<file path="config.mk">
export PLATFORM = sky130hd
export DESIGN_NAME = tt_ctrl
export DESIGN_NICKNAME = d
export VERILOG_FILES = /design/src/rtl/tt_pkg.sv /design/src/rtl/tt_ctrl.sv
export SDC_FILE = /design/constraint.sdc
export NUM_CORES = 1
export LEC_CHECK = 0
export ABC_AREA = 1
export CAP_MARGIN = 20
export CORE_AREA = 5 5 42 44
export CTS_CLUSTER_SIZE = 14
export DETAILED_ROUTE_END_ITERATION = 8
export DIE_AREA = 0 0 47 49
export DONT_BUFFER_PORTS = 1
export GPL_ROUTABILITY_DRIVEN = 0
export PLACE_DENSITY = 0.47
export SYNTH_ARGS = -nofsm -noshare
export SYNTH_HDL_FRONTEND = slang
export SYNTH_SLANG_ARGS = --single-unit
</file>
<file path="constraint.sdc">
create_clock -name clock -period 1.6 [get_ports clock]
set_clock_uncertainty 0.2 [all_clocks]
set_input_delay 0.16 -clock clock [delete_from_list [all_inputs] [get_ports clock]]
set_output_delay 0.16 -clock clock [all_outputs]
set_load 0.02 [all_outputs]
</file>
<file path="src/rtl/tt_pkg.sv">
// Package for the transposition table: field widths, request and bound codes,
// slot layout, controller states and the command/status structs.
// No dependencies.
`default_nettype none

package tt_pkg;

   // Field widths
   localparam int KEY_W   = 64;
   localparam int MOVE_W  = 32;
   localparam int SCORE_W = 16;
   localparam int DEPTH_W = 7;
   localparam int PLY_W   = 7;
   localparam int THR_W   = 15;
   localparam int REQ_W   = 2;
   localparam int BOUND_W = 2;

   // Defaults for the top-level parameters
   localparam int ENTRIES_DEF = 1024;
   localparam int MAX_PLY_DEF = 128;

   // Score saturation limit and mate threshold after reset
   localparam int SCORE_LIM = 32767;
   localparam logic [THR_W-1:0] THR_RESET = 15'd9900;

   // Key bits folded into the remainder per cycle by the index unit
   localparam int MOD_STEP = 4;
   localparam int MOD_CYC  = KEY_W / MOD_STEP;

   typedef enum logic [REQ_W-1:0] {
      REQ_STORE  = 2'd0,
      REQ_PROBE  = 2'd1,
      REQ_CLEAR  = 2'd2,
      REQ_UNUSED = 2'd3
   } req_kind_type;

   typedef enum logic [BOUND_W-1:0] {
      BOUND_UPPER  = 2'd0,
      BOUND_LOWER  = 2'd1,
      BOUND_EXACT  = 2'd2,
      BOUND_UNUSED = 2'd3
   } bound_type;

   typedef struct packed {
      logic [KEY_W-1:0]          key;
      logic [MOVE_W-1:0]         move;
      logic signed [SCORE_W-1:0] score;
      bound_type                 bound;
      logic [DEPTH_W-1:0]        depth;
   } slot_type;

   typedef enum logic [2:0] {
      ST_CLEAR   = 3'd0,
      ST_IDLE    = 3'd1,
      ST_INDEX   = 3'd2,
      ST_READ    = 3'd3,
      ST_ADJUST  = 3'd4,
      ST_WRITE   = 3'd5,
      ST_RESPOND = 3'd6
   } ctrl_state_type;

   // Controller to datapath
   typedef struct packed {
      logic latch;
      logic idx_go;
      logic rd_en;
      logic adj_en;
      logic st_wr;
      logic sweep_init;
      logic sweep_wr;
      logic rsp_load;
      logic rsp_probe;
   } cmd_type;

   // Datapath to controller
   typedef struct packed {
      logic idx_done;
      logic sweep_last;
   } status_type;

endpackage

`default_nettype wire

</file>
<file path="src/rtl/tt_ctrl.sv">
// Controller of the transposition table: accepts requests, sequences the
// index, read, adjust, write and clear steps. Depends on tt_pkg.
`default_nettype none

module tt_ctrl (
   input  wire logic                      clock,
   input  wire logic                      reset,
   input  wire logic                      start,
   input  wire logic [tt_pkg::REQ_W-1:0]  req_type,
   output logic                           busy,
   output tt_pkg::cmd_type                cmd,
   input  wire tt_pkg::status_type        status
);

   tt_pkg::ctrl_state_type state_ff, state_in;
   tt_pkg::req_kind_type   op_ff, op_in;

   // State and operation registers; reset starts the clear sweep
   always_ff @(posedge clock) begin
      if (reset) begin
         state_ff <= tt_pkg::ST_CLEAR;
         op_ff    <= tt_pkg::REQ_UNUSED;
      end else begin
         state_ff <= state_in;
         op_ff    <= op_in;
      end
   end

   assign busy = (state_ff != tt_pkg::ST_IDLE);

   // Next state and commands
   always_comb begin
      tt_pkg::req_kind_type kind;
      kind     = tt_pkg::req_kind_type'(req_type);
      state_in = state_ff;
      op_in    = op_ff;
      cmd      = '0;
      unique case (state_ff)
         tt_pkg::ST_CLEAR: begin
            cmd.sweep_wr = 1'b1;
            if (status.sweep_last) begin
               state_in = (op_ff == tt_pkg::REQ_CLEAR) ? tt_pkg::ST_RESPOND :
                          tt_pkg::ST_IDLE;
            end
         end
         tt_pkg::ST_IDLE: begin
            if (start) begin
               cmd.latch = 1'b1;
               op_in     = kind;
               unique case (kind)
                  tt_pkg::REQ_STORE, tt_pkg::REQ_PROBE: begin
                     cmd.idx_go = 1'b1;
                     state_in   = tt_pkg::ST_INDEX;
                  end
                  tt_pkg::REQ_CLEAR: begin
                     cmd.sweep_init = 1'b1;
                     state_in       = tt_pkg::ST_CLEAR;
                  end
                  default: begin
                     state_in = tt_pkg::ST_RESPOND;
                  end
               endcase
            end
         end
         tt_pkg::ST_INDEX: begin
            if (status.idx_done) begin
               state_in = (op_ff == tt_pkg::REQ_STORE) ? tt_pkg::ST_WRITE :
                          tt_pkg::ST_READ;
            end
         end
         tt_pkg::ST_READ: begin
            cmd.rd_en = 1'b1;
            state_in  = tt_pkg::ST_ADJUST;
         end
         tt_pkg::ST_ADJUST: begin
            cmd.adj_en = 1'b1;
            state_in   = tt_pkg::ST_RESPOND;
         end
         tt_pkg::ST_WRITE: begin
            cmd.st_wr = 1'b1;
            state_in  = tt_pkg::ST_RESPOND;
         end
         tt_pkg::ST_RESPOND: begin
            cmd.rsp_load  = 1'b1;
            cmd.rsp_probe = (op_ff == tt_pkg::REQ_PROBE);
            state_in      = tt_pkg::ST_IDLE;
         end
         default: begin
            state_in = tt_pkg::ST_IDLE;
         end
      endcase
   end

endmodule

`default_nettype wire

</file>
=== Word level (Yosys, flattened, before mapping) ===
Index checks and enable logic that the tools add are counted.

* Register bits after elaboration: 5
* Bits of input ports: 7
* Output and inout port bits: 10
* Word-level logic and storage cells: 41

* Eq/ne operators: 14
* Muxes and demuxes: 18
* Reduce and logical (&&, ||, !) cells: 7

{| class="wikitable"
|+ Operators by type and width
! kind !! number
|-
| $mux W3 || 5
|-
| $pmux W3 S5 || 1
|-
| $eq A3 B3 Y1 const B || 3
|-
| $mux W1 || 8
|-
| $eq A3 B2 Y1 const B || 2
|-
| $mux W2 || 3
|-
| $ne A2 B2 Y1 const B || 3
|-
| $pmux W3 S2 || 1
|-
| $eq A2 B1 Y1 const B || 2
|-
| $eq A2 B2 Y1 const B || 2
|-
| $logic_not A2 Y1 || 2
|-
| $reduce_or A2 Y1 || 2
|-
| $eq A3 B1 Y1 const B || 1
|-
| $logic_not A3 Y1 || 1
|-
| $ne A3 B1 Y1 const B || 1
|-
| $reduce_and A3 Y1 || 1
|-
| $reduce_and A2 Y1 || 1
|}

=== Depth between registers and ports, before layout ===
Gate-level depths: netlist (run 1).

* Depth after elaboration: 5
* Mapped depth: 7
* Gate-level depth less buffers: 7

=== Least setup slack after synthesis (run 1) ===
No wires, ideal clock.

* Kind: register -> output
* From: register state_ff[1]
* To: output port cmd[3] (netlist bit)
* Arrival: 1.195 ns
* Data required time: 1.240 ns
* Setup slack: 0.045 ns
* Stages on the path, launching flop included: 7
* Path buffers: 1
* Cell sequence: dfxtp_1 buf_2 nor2_4 nand2_4 nor2_8 inv_2 nor2_1

{| class="wikitable"
|+ RTL lines
! element !! line !! text
|-
| start: declaration || tt_ctrl.sv:15 || <nowiki>tt_pkg::ctrl_state_type state_ff, state_in;</nowiki>
|-
| start signal: assignment || tt_ctrl.sv:21 || <nowiki>state_ff <= tt_pkg::ST_CLEAR;</nowiki>
|-
| start signal: assignment || tt_ctrl.sv:24 || <nowiki>state_ff <= state_in;</nowiki>
|-
| end: declaration || tt_ctrl.sv:11 || <nowiki>output tt_pkg::cmd_type cmd,</nowiki>
|}

==> results.yml, run 1 <==
status:
  outcome: "complete, no violations"
die:
  coreArea_mm2: 0.001401
  io_pins: 17
  dieArea_mm2: 0.002303
  rows: 14
  initial_core_util_pct: 28.39
  die_h_um: 49
  die_x_um: 47
synthesis:
  ys_top_cells_by_count: "nor2_1, inv_1, nand2_1"
  yosysMostFrequentCell: "nor2_1"
  ys_seq_elements: 5
  synth-edff-count: 0
  yosysUniqueCellTypes: 22
  yosysTopAreaCell: "dfxtp_1"
  synth.area.top_cells: "dfxtp_1, nor2_1, inv_1, nand2_1, nor2_4"
  seq_area_frac_synth_pct: 25.16
  syn_inst: 60
  syn_area_per_cell_um2: 6.631
  synth_top_area_share_pct: 25.16
  syn_area_um2: 397.9
  syn_nets: 67
  synth-async-reset-ratio_pct: 0
  synth_ff_type: "dfxtp_1"
  yosys_warnings: 0
routing:
  vias: 442
  wl_met3_um: 75
  drt-pass1-iter-count: 3
  wl_met2_um: 559
  wl_met1_um: 384
  viasPerCell: 4.753
  wl_per_cell_um: 10.96
  drtIter0Drc: 6
  final_antenna_net_count: 0
  drt_wl_total_mm: 1.019
  drc: 0
  highest_layer: "met3"
clock_network:
  clk_pin_slew_worst_paths_ps: 50
  htreeDepth: 1
  cts_tree: "built"
  clk_latency_ps: 240
  numCtsBuffers: 3
  cts_root_buf: "clkbuf_4"
  cts_sinks: 5
  clock_path_buffers: 2
global_routing:
  grt_pass1_vias: 428
  grt_pass1_wl_mm: 1.752
  grt_usage_pct: 10.34
  grt_max_degree: 10
  overflow: 0
  antenna_found_initial: 0
worst_setup_path:
  crit_path_frequent_cell: "nor2_4"
  worstRegToRegCells: 7
  critical_path.max_stage_delay_ps: 370
  endpoint_kind: "output port"
  critPathSlowestCell: "dfxtp_4"
  cp.required_ps: 1240
  cp-start-kind: "flip-flop"
  cp.arrival_ps: 1210
  path_buf_inv: 2
  crit_family: "simple AND/OR/NAND/NOR gates"
  critPathMaxFanout: 8
  regToRegSetupSlack_ps: 190
  worst-path-stages: 6
  critPathKind: "reg2out"
  r2r_end: "state_ff[0]"
  crit_end: "cmd[3]"
  crit_start: "state_ff[1]"
  cp_cell_sequence: "nor2_4 > nand2_4 > nor2_8 > inv_4 > nor2_4 > buf_6"
  timing.rr.start: "state_ff[0]"
timing:
  tns_ps: 0
  min_period_over_period_pct: 98.03
  clock.fmax_mhz: 637.6
  fin_hold_ws_ps: 53.27
  worst_slew_pin_slew_ps: 378.8
  setup_viol: 0
  hold_violations: 0
  drv_slew: 0
  grt_setup_unrepaired: "yes"
  maxSlewHeadroom_pct: 74.65
  fin_crit_ps: 1569
placed_design:
  io_buffers: 0
  dp_hpwl_um: 768.1
  dpl.cell_count: 82
worst_hold_path:
  worstHoldPathType: "in2reg"
  holdCritStartpoint: "req_type[1]"
power_and_ir_drop:
  p_per_area_mw_per_mm2: 1837
  ir_drop_v: 0.0007222
  leakage_nw: 0.2867
final_layout:
  drive_gt1_share_pct: 40.26
  area_growth_pct: 49.37
  diodes: 0
  instances_no_fill: 93
  nNetsFinal: 85
job:
  max-cap-violations: 0
[final cells by class]
type / instances / area [um2]
Multi-Input combinational cell: 43 / 270.3
Clock buffer: 3 / 22.52
Timing Repair Buffer: 14 / 118.9
Fill cell: 161 / 807.0
Inverter: 11 / 46.29
Tap cell: 16 / 20.02
Sequential cell: 5 / 111.4
Clock inverter: 1 / 5.005
[repair_timing]
action / CTS / global route
gates resized for setup: 4 / 10
endpoints found under the hold margin: 5 / 0
pin swaps: 2 / 2
endpoints found under the setup margin: 5 / 7
hold buffers: 4 / 0
buffers inserted: 2 / 1
[per-layer routing]
metal,vias up,track usage [%]
li1,225,-
met1,206,11.38
met2,11,15.84
met3,0,5.904
met4,0,4.147
met5,-,0
[cells in the final DEF (no fill, tap or decap), types with 2 or more instances in the layout]
| master | instances |
|---|---|
| buf_4 | 9 |
| inv_4 | 2 |
| dfxtp_4 | 3 |
| a21oi_1 | 2 |
| nand2_1 | 8 |
| nand3b_1 | 2 |
| nor2_2 | 3 |
| nor2_4 | 3 |
| o21ai_0 | 2 |
| clkbuf_4 | 3 |
| inv_1 | 8 |
| nand3_1 | 4 |
| dlygate4sd3_1 | 4 |
| nor2_1 | 8 |
| nor3_1 | 2 |
| dfxtp_1 | 2 |
[how the worst min path moves through the flow]
stage | slack [ps] | end | cells after the start
final | 50 | state_ff[2] | 4
after global routing | 110 | state_ff[2] | 4
after CTS | 60 | state_ff[2] | 4
after detailed placement | 30 | state_ff[1] | 1
after global placement | 30 | state_ff[1] | 1
after floorplan | 30 | state_ff[1] | 1
[registers in the layout, indices dropped and copies added (netlist names)]
name	flops
state_ff	3
op_ff	2
[through the flow]
step | power [W] | setup slack (ps) | util [%] | cell area (um2)
floorplan | 0.0007173 | 45.20 | - | 397.9
global placement | 0.0008260 | 119.5 | 33.21 | 465.4
detailed placement | 0.0008227 | 118.5 | 33.21 | 465.4
CTS | 0.001055 | -31.43 | 39.64 | 555.5
global route | 0.001196 | -40.80 | 42.41 | 594.3
finish | 0.001092 | 31.50 | 42.41 | 594.3
[worst reg2reg max path, cell delays in order (launching register included)]
cell      delay, ps
dfxtp_4         360
buf_4           140
nor2_2           50
nand3b_1        130
nand2_1          80
nor2_2          140
nand3_1          90
nor2b_4         130
[where the power goes]
part | internal (W) | leakage, nW | switching [W]
combinational | 0.000266 | 0.226 | 0.000416
sequential | 0.000191 | 0.0431 | 0.0000751
clock | 0.0000904 | 0.0177 | 0.0000528
[cells by family (layout without fill, tap and decap cells)]
logic type	after synthesis	count (layout)	synth area share [%]
AO/OA/AOI/OAI	8	8	12.26
buffers and inverters	12	29	11.63
flip-flops	5	5	25.16
AND/OR/NAND/NOR	35	35	50.94
(Power assumes the default switching activity.)
==> run 2: changes to the inputs <==
--- a/config.mk
+++ b/config.mk
@@ -6,14 +6,13 @@
 export NUM_CORES = 1
 export LEC_CHECK = 0
 export ABC_AREA = 1
+export BUFFER_PORTS_ARGS = -buffer_cell sky130_fd_sc_hd__buf_2
 export CAP_MARGIN = 20
 export CORE_AREA = 5 5 42 44
 export CTS_CLUSTER_SIZE = 14
 export DETAILED_ROUTE_END_ITERATION = 8
 export DIE_AREA = 0 0 47 49
-export DONT_BUFFER_PORTS = 1
 export GPL_ROUTABILITY_DRIVEN = 0
-export PLACE_DENSITY = 0.47
 export SYNTH_ARGS = -nofsm -noshare
 export SYNTH_HDL_FRONTEND = slang
 export SYNTH_SLANG_ARGS = --single-unit
==> run 2 against run 1 <==
Compared with the run above: cell area increased by 13%; maximum frequency decreased by 0.48%; die area unchanged; critical path depth is 1 lower; critical endpoint is now busy; flip-flop and latch count stayed put; first-iteration DRC count fell by 17%; largest power group unchanged.
==> results.yml, run 2 (synthesized netlist as in run 1, its figures left out) <==
final_layout:
  nNetsFinal: 99
  diodes: 0
  top_register: "state_ff"
  final_util_pct: 48.04
  instances_no_fill: 107
  drive_gt1_share_pct: 49.45
  largest_register_ffs: 3
  final_cell_mix: "buf_4, buf_2, nor2_1, inv_1, nand2_1"
  layout_commonest_cell: "buf_4"
  area_growth_pct: 69.18
  reg_top3: "state_ff (3), op_ff (2)"
power_and_ir_drop:
  clkPwrFrac_pct: 11.3
  p_per_area_mw_per_mm2: 1868
  p_comb_share_pct: 68.1
  seq_power_share_pct: 20.5
  internal_power_w: 0.0006788
  ir_drop_v: 0.0008604
  net-switching-power_w: 0.0005783
  p_sw_share_pct: 46.00
  leakage_nw: 0.3465
routing:
  drt_wl_total_mm: 1.146
  drc: 0
  drt-pass1-iter-count: 4
  drtIter0Drc: 5
  final_antenna_net_count: 0
  viasPerCell: 4.626
  wl_per_cell_um: 10.71
  vias: 495
worst_hold_path:
  worstHoldPathType: "in2reg"
placed_design:
  io_buffers: 16
  dp_hpwl_um: 804
  dpl.cell_count: 91
timing:
  grt_setup_unrepaired: "yes"
  hold_violations: 0
  clock.fmax_mhz: 634.5
  drv_slew: 0
  min_period_over_period_pct: 98.51
  maxSlewHeadroom_pct: 78.11
  worst_slew_pin_slew_ps: 325.9
  fin_crit_ps: 1576
  setup_viol: 0
clock_network:
  numCtsBuffers: 3
  cts_sinks: 5
  cts_tree: "built"
  htreeDepth: 1
  clock_path_buffers: 2
  clk_pin_slew_worst_paths_ps: 40
  cts_root_buf: "clkbuf_4"
  clk_latency_ps: 240
worst_setup_path:
  worstRegToRegCells: 7
  critPathMaxFanout: 7
  crit_path_frequent_cell: "buf_4"
  cp.arrival_ps: 1220
  regToRegSetupSlack_ps: 160
  critical_path.max_stage_delay_ps: 360
  crit_start: "state_ff[1]"
  cp-start-kind: "flip-flop"
  endpoint_kind: "output port"
  timing.rr.start: "state_ff[0]"
  cp_cell_sequence: "nor2_4 > nand2_4 > buf_4 > buf_4 > buf_2"
  critPathKind: "reg2out"
  crit_end: "busy"
  cp.required_ps: 1240
  critPathSlowestCell: "dfxtp_4"
  r2r_end: "state_ff[2]"
die:
  initial_core_util_pct: 28.39
  die_x_um: 47
  io_pins: 17
  coreArea_mm2: 0.001401
  rows: 14
  dieArea_mm2: 0.002303
  die_h_um: 49
global_routing:
  grt_usage_pct: 10.77
  antenna_found_initial: 0
  grt_pass1_vias: 442
  grt_max_degree: 10
  grt_pass1_wl_mm: 1.780
  overflow: 0
status:
  outcome: "complete, no violations"
job:
  max-cap-violations: 0
[run 2: changes by cell type in the layout (fill, tap and decap cells not counted), sizes merged]
| cell | before | now |
|---|---|---|
| buf | 10 | 26 |
| dlygate4sd3 | 4 | 2 |
| clkbuf | 3 | 4 |
| clkinv | 1 | 0 |
[run 2: stage by stage]
stage | setup TNS, ps | hold slack, ps | area [um2] | setup WS [ps] | power, W
2_1_floorplan | 0 | 29.07 | 397.9 | 45.20 | 0.0007173
3_3_place_gp | 0 | 159.7 | 493.0 | 139.8 | 0.0008541
3_5_place_dp | 0 | 154.5 | 493.0 | 115.0 | 0.0008509
4_1_cts | -24.58 | 3.250 | 589.3 | -24.58 | 0.001138
5_1_grt | -82.58 | 65.22 | 673.1 | -39.13 | 0.001377
6_report | 0 | 58.19 | 673.1 | 23.91 | 0.001257
[run 2: power by group through the flow]
stage	Clock (W)	Sequential [W]	Combinational [W]
2_1_floorplan	0	0.000206	0.000511
3_3_place_gp	0	0.000252	0.000602
3_5_place_dp	0	0.000251	0.000600
4_1_cts	0.000149	0.000255	0.000734
5_1_grt	0.000165	0.000268	0.000944
6_report	0.000142	0.000258	0.000857
[run 2: final cells by class]
class / instances / area [um2]
repair buffers: 28 / 195.2
inverters: 11 / 46.29
flip-flops and latches: 5 / 108.9
well taps: 16 / 20.02
fillers: 158 / 728.2
clock buffers: 4 / 26.28
multi-input cells: 43 / 276.5
[run 2: how the worst min path moves through the flow]
stage	endpoint	slack, ps	cells past startpoint	start
global placement	state_ff[1]	160	2	reset
detailed placement	state_ff[1]	150	2	reset
global route	state_ff[1]	70	3	status[1]
finish	state_ff[1]	60	3	status[1]
floorplan	state_ff[1]	30	1	reset
CTS	op_ff[1]	3	3	req_type[1]
[run 2: worst max-delay path, delay by kind of cell, from the launching register on]
family | cells | cell delay, ps
AND/OR/NAND/NOR | 2 | 210
flip-flops | 1 | 360
buffers and inverters | 3 | 400
[run 2: per-layer routing]
metal	share of wire (%)	wire [um]	vias to the layer above	global-route usage (%)
met4	0.44	5	0	5.530
met1	39	452	222	12.50
li1	-	-	255	-
met5	0	0	-	0
met3	8.5	97	2	5.166
met2	52	591	16	15.84
[run 2: what timing repair did]
action                                 4_1_cts  5_1_grt
gates resized for setup                      6       13
gates cloned                                 0        0
setup buffers                                5        5
endpoints found under the hold margin        4        0
setup endpoints to repair                    5        9
pin swaps                                    4        4
hold buffers                                 2        0
==> run 3: changes to the inputs <==
--- a/config.mk
+++ b/config.mk
@@ -8,11 +8,12 @@
 export ABC_AREA = 1
 export BUFFER_PORTS_ARGS = -buffer_cell sky130_fd_sc_hd__buf_2
 export CAP_MARGIN = 20
-export CORE_AREA = 5 5 42 44
+export CORE_AREA = 2 2 39 41
 export CTS_CLUSTER_SIZE = 14
 export DETAILED_ROUTE_END_ITERATION = 8
-export DIE_AREA = 0 0 47 49
+export DIE_AREA = 0 0 41 43
 export GPL_ROUTABILITY_DRIVEN = 0
+export SETUP_SLACK_MARGIN = 0.02
 export SYNTH_ARGS = -nofsm -noshare
 export SYNTH_HDL_FRONTEND = slang
 export SYNTH_SLANG_ARGS = --single-unit
==> run 3 against run 2 <==
Compared with the run above: critical path type unchanged; sequential share of layout area grew 0.99 points; first-iteration DRC count down 60%; clock power rose by 4%; count of clock-buffer cells in the layout stayed put; wire length down 2.9%; register-to-register slack lost 30 ps; largest cell class unchanged; highest routed layer is now met3; critical path depth fell by 1.
==> results.yml, run 3 (synthesized netlist as in run 1, its figures left out) <==
power_and_ir_drop:
  p_per_area_mw_per_mm2: 1873
  net-switching-power_w: 0.0005688
  internal_power_w: 0.0006191
  leakage_nw: 0.3356
  p_comb_share_pct: 65.6
  ir_drop_v: 0.0006117
  clkPwrFrac_pct: 12.4
  p_sw_share_pct: 47.88
  seq_power_share_pct: 21.9
clock_network:
  numCtsBuffers: 3
  clk_pin_slew_worst_paths_ps: 50
  cts_sinks: 5
  cts_root_buf: "clkbuf_4"
  clock_path_buffers: 2
  cts_tree: "built"
  htreeDepth: 1
  clk_latency_ps: 240
final_layout:
  area_growth_pct: 59.43
  layout_commonest_cell: "buf_2"
  diodes: 0
  drive_gt1_share_pct: 48.31
  instances_no_fill: 105
  largest_register_ffs: 3
  top_register: "state_ff"
  nFillCells: 141
  seqCellArea_um2: 108.9
  final_util_pct: 45.84
  final_cell_mix: "buf_2, buf_4, inv_1, nand2_1, nor2_1"
  reg_top3: "state_ff (3), op_ff (2)"
  nNetsFinal: 97
  multi_input_area_um2: 259.0
global_routing:
  overflow: 0
  grt_pass1_vias: 447
  grt_max_degree: 10
  grt_usage_pct: 14.76
  antenna_found_initial: 0
  grt_pass1_wl_mm: 1.738
die:
  die_h_um: 43
  io_pins: 17
  initial_core_util_pct: 28.75
  coreArea_mm2: 0.001384
  rows: 14
  dieArea_mm2: 0.001763
  die_x_um: 41
timing:
  setup_viol: 0
  drv_slew: 0
  worst_slew_pin_slew_ps: 314.4
  fin_crit_ps: 1563
  clock.fmax_mhz: 639.6
  grt_setup_unrepaired: "yes"
  maxSlewHeadroom_pct: 78.88
  hold_violations: 0
  min_period_over_period_pct: 97.72
  tns_ps: 0
worst_hold_path:
  holdCritStartpoint: "status[1]"
  worstHoldPathType: "in2reg"
  hold_depth: 3
  hold_end: "state_ff[1]"
worst_setup_path:
  cp-start-kind: "flip-flop"
  cp.required_ps: 1240
  cp.arrival_ps: 1200
  endpoint_kind: "output port"
  critPathKind: "reg2out"
  r2r_end: "state_ff[2]"
  regToRegSetupSlack_ps: 130
  critPathMaxFanout: 7
  timing.rr.start: "state_ff[0]"
  worstRegToRegCells: 7
routing:
  drt_wl_total_mm: 1.113
  vias: 478
  drc: 0
  viasPerCell: 4.552
  drt-pass1-iter-count: 4
  drtIter0Drc: 2
  wl_per_cell_um: 10.60
  final_antenna_net_count: 0
job:
  max-cap-violations: 0
placed_design:
  dp_hpwl_um: 771.4
  dpl.cell_count: 91
  io_buffers: 16
status:
  outcome: "complete, no violations"
run 3: changes by cell type in the layout (fill, tap and decap cells not counted), sizes merged:
cell and delta:
buf -2
run 3: routing by layer:
layer / GRT usage, % / part of all wire [%] / wire length [um]
met5: 0 / 0 / 0
met2: 23.75 / 51 / 568
met4: 2.000 / 0 / 0
met1: 17.04 / 43 / 480
met3: 7.853 / 5.7 / 63
run 3: how the worst max path moves through the flow:
stage	to	depth (start not counted)	slack, ps	from
finish	cmd[0]	4	40	state_ff[1]
detailed placement	cmd[7]	7	130	state_ff[0]
floorplan	cmd[3]	6	50	state_ff[1]
global route	cmd[7]	6	-30	state_ff[1]
global placement	cmd[7]	7	150	state_ff[0]
CTS	cmd[3]	7	-5	state_ff[0]
run 3: cell type report:
type,count,share of cell area [%]
sequential,5,17.16
multi-input combinational,43,40.83
clock buffer,4,4.142
timing repair buffer,26,27.42
tap,16,3.156
inverter,11,7.298
run 3: worst max-delay path, cell delays in order (launching register included):
cell	delay, ps
dfxtp_4	390
buf_4	130
nand2_1	80
nor4_1	160
buf_2	200
run 3: through the flow:
step | hold WS [ps] | power, W | cell area [um2] | worst slack (ps)
final | 61.85 | 0.001188 | 634.4 | 36.55
after global routing | 77.33 | 0.001293 | 634.4 | -31.66
after CTS | 43.87 | 0.001135 | 608.1 | -4.571
after detailed placement | 156.0 | 0.0008484 | 493.0 | 128.3
after global placement | 152.1 | 0.0008514 | 493.0 | 152.3
after floorplan | 29.07 | 0.0007173 | 397.9 | 45.20
run 3: power groups by stage:
stage | sequential [W] | clock [W] | combinational (W)
after floorplan | 0.000206 | 0 | 0.000511
after global placement | 0.000251 | 0 | 0.000600
after detailed placement | 0.000249 | 0 | 0.000600
after CTS | 0.000254 | 0.000150 | 0.000731
after global routing | 0.000263 | 0.000162 | 0.000867
final | 0.000261 | 0.000148 | 0.000779
run 3: what timing repair did:
action | 4_1_cts | 5_1_grt
cloned | 0 | 0
endpoints found under the hold margin | 4 | 0
pin swaps | 3 | 2
setup buffers | 7 | 1
hold buffers | 2 | 0
resized for setup | 7 | 8
setup endpoints to repair | 5 | 7
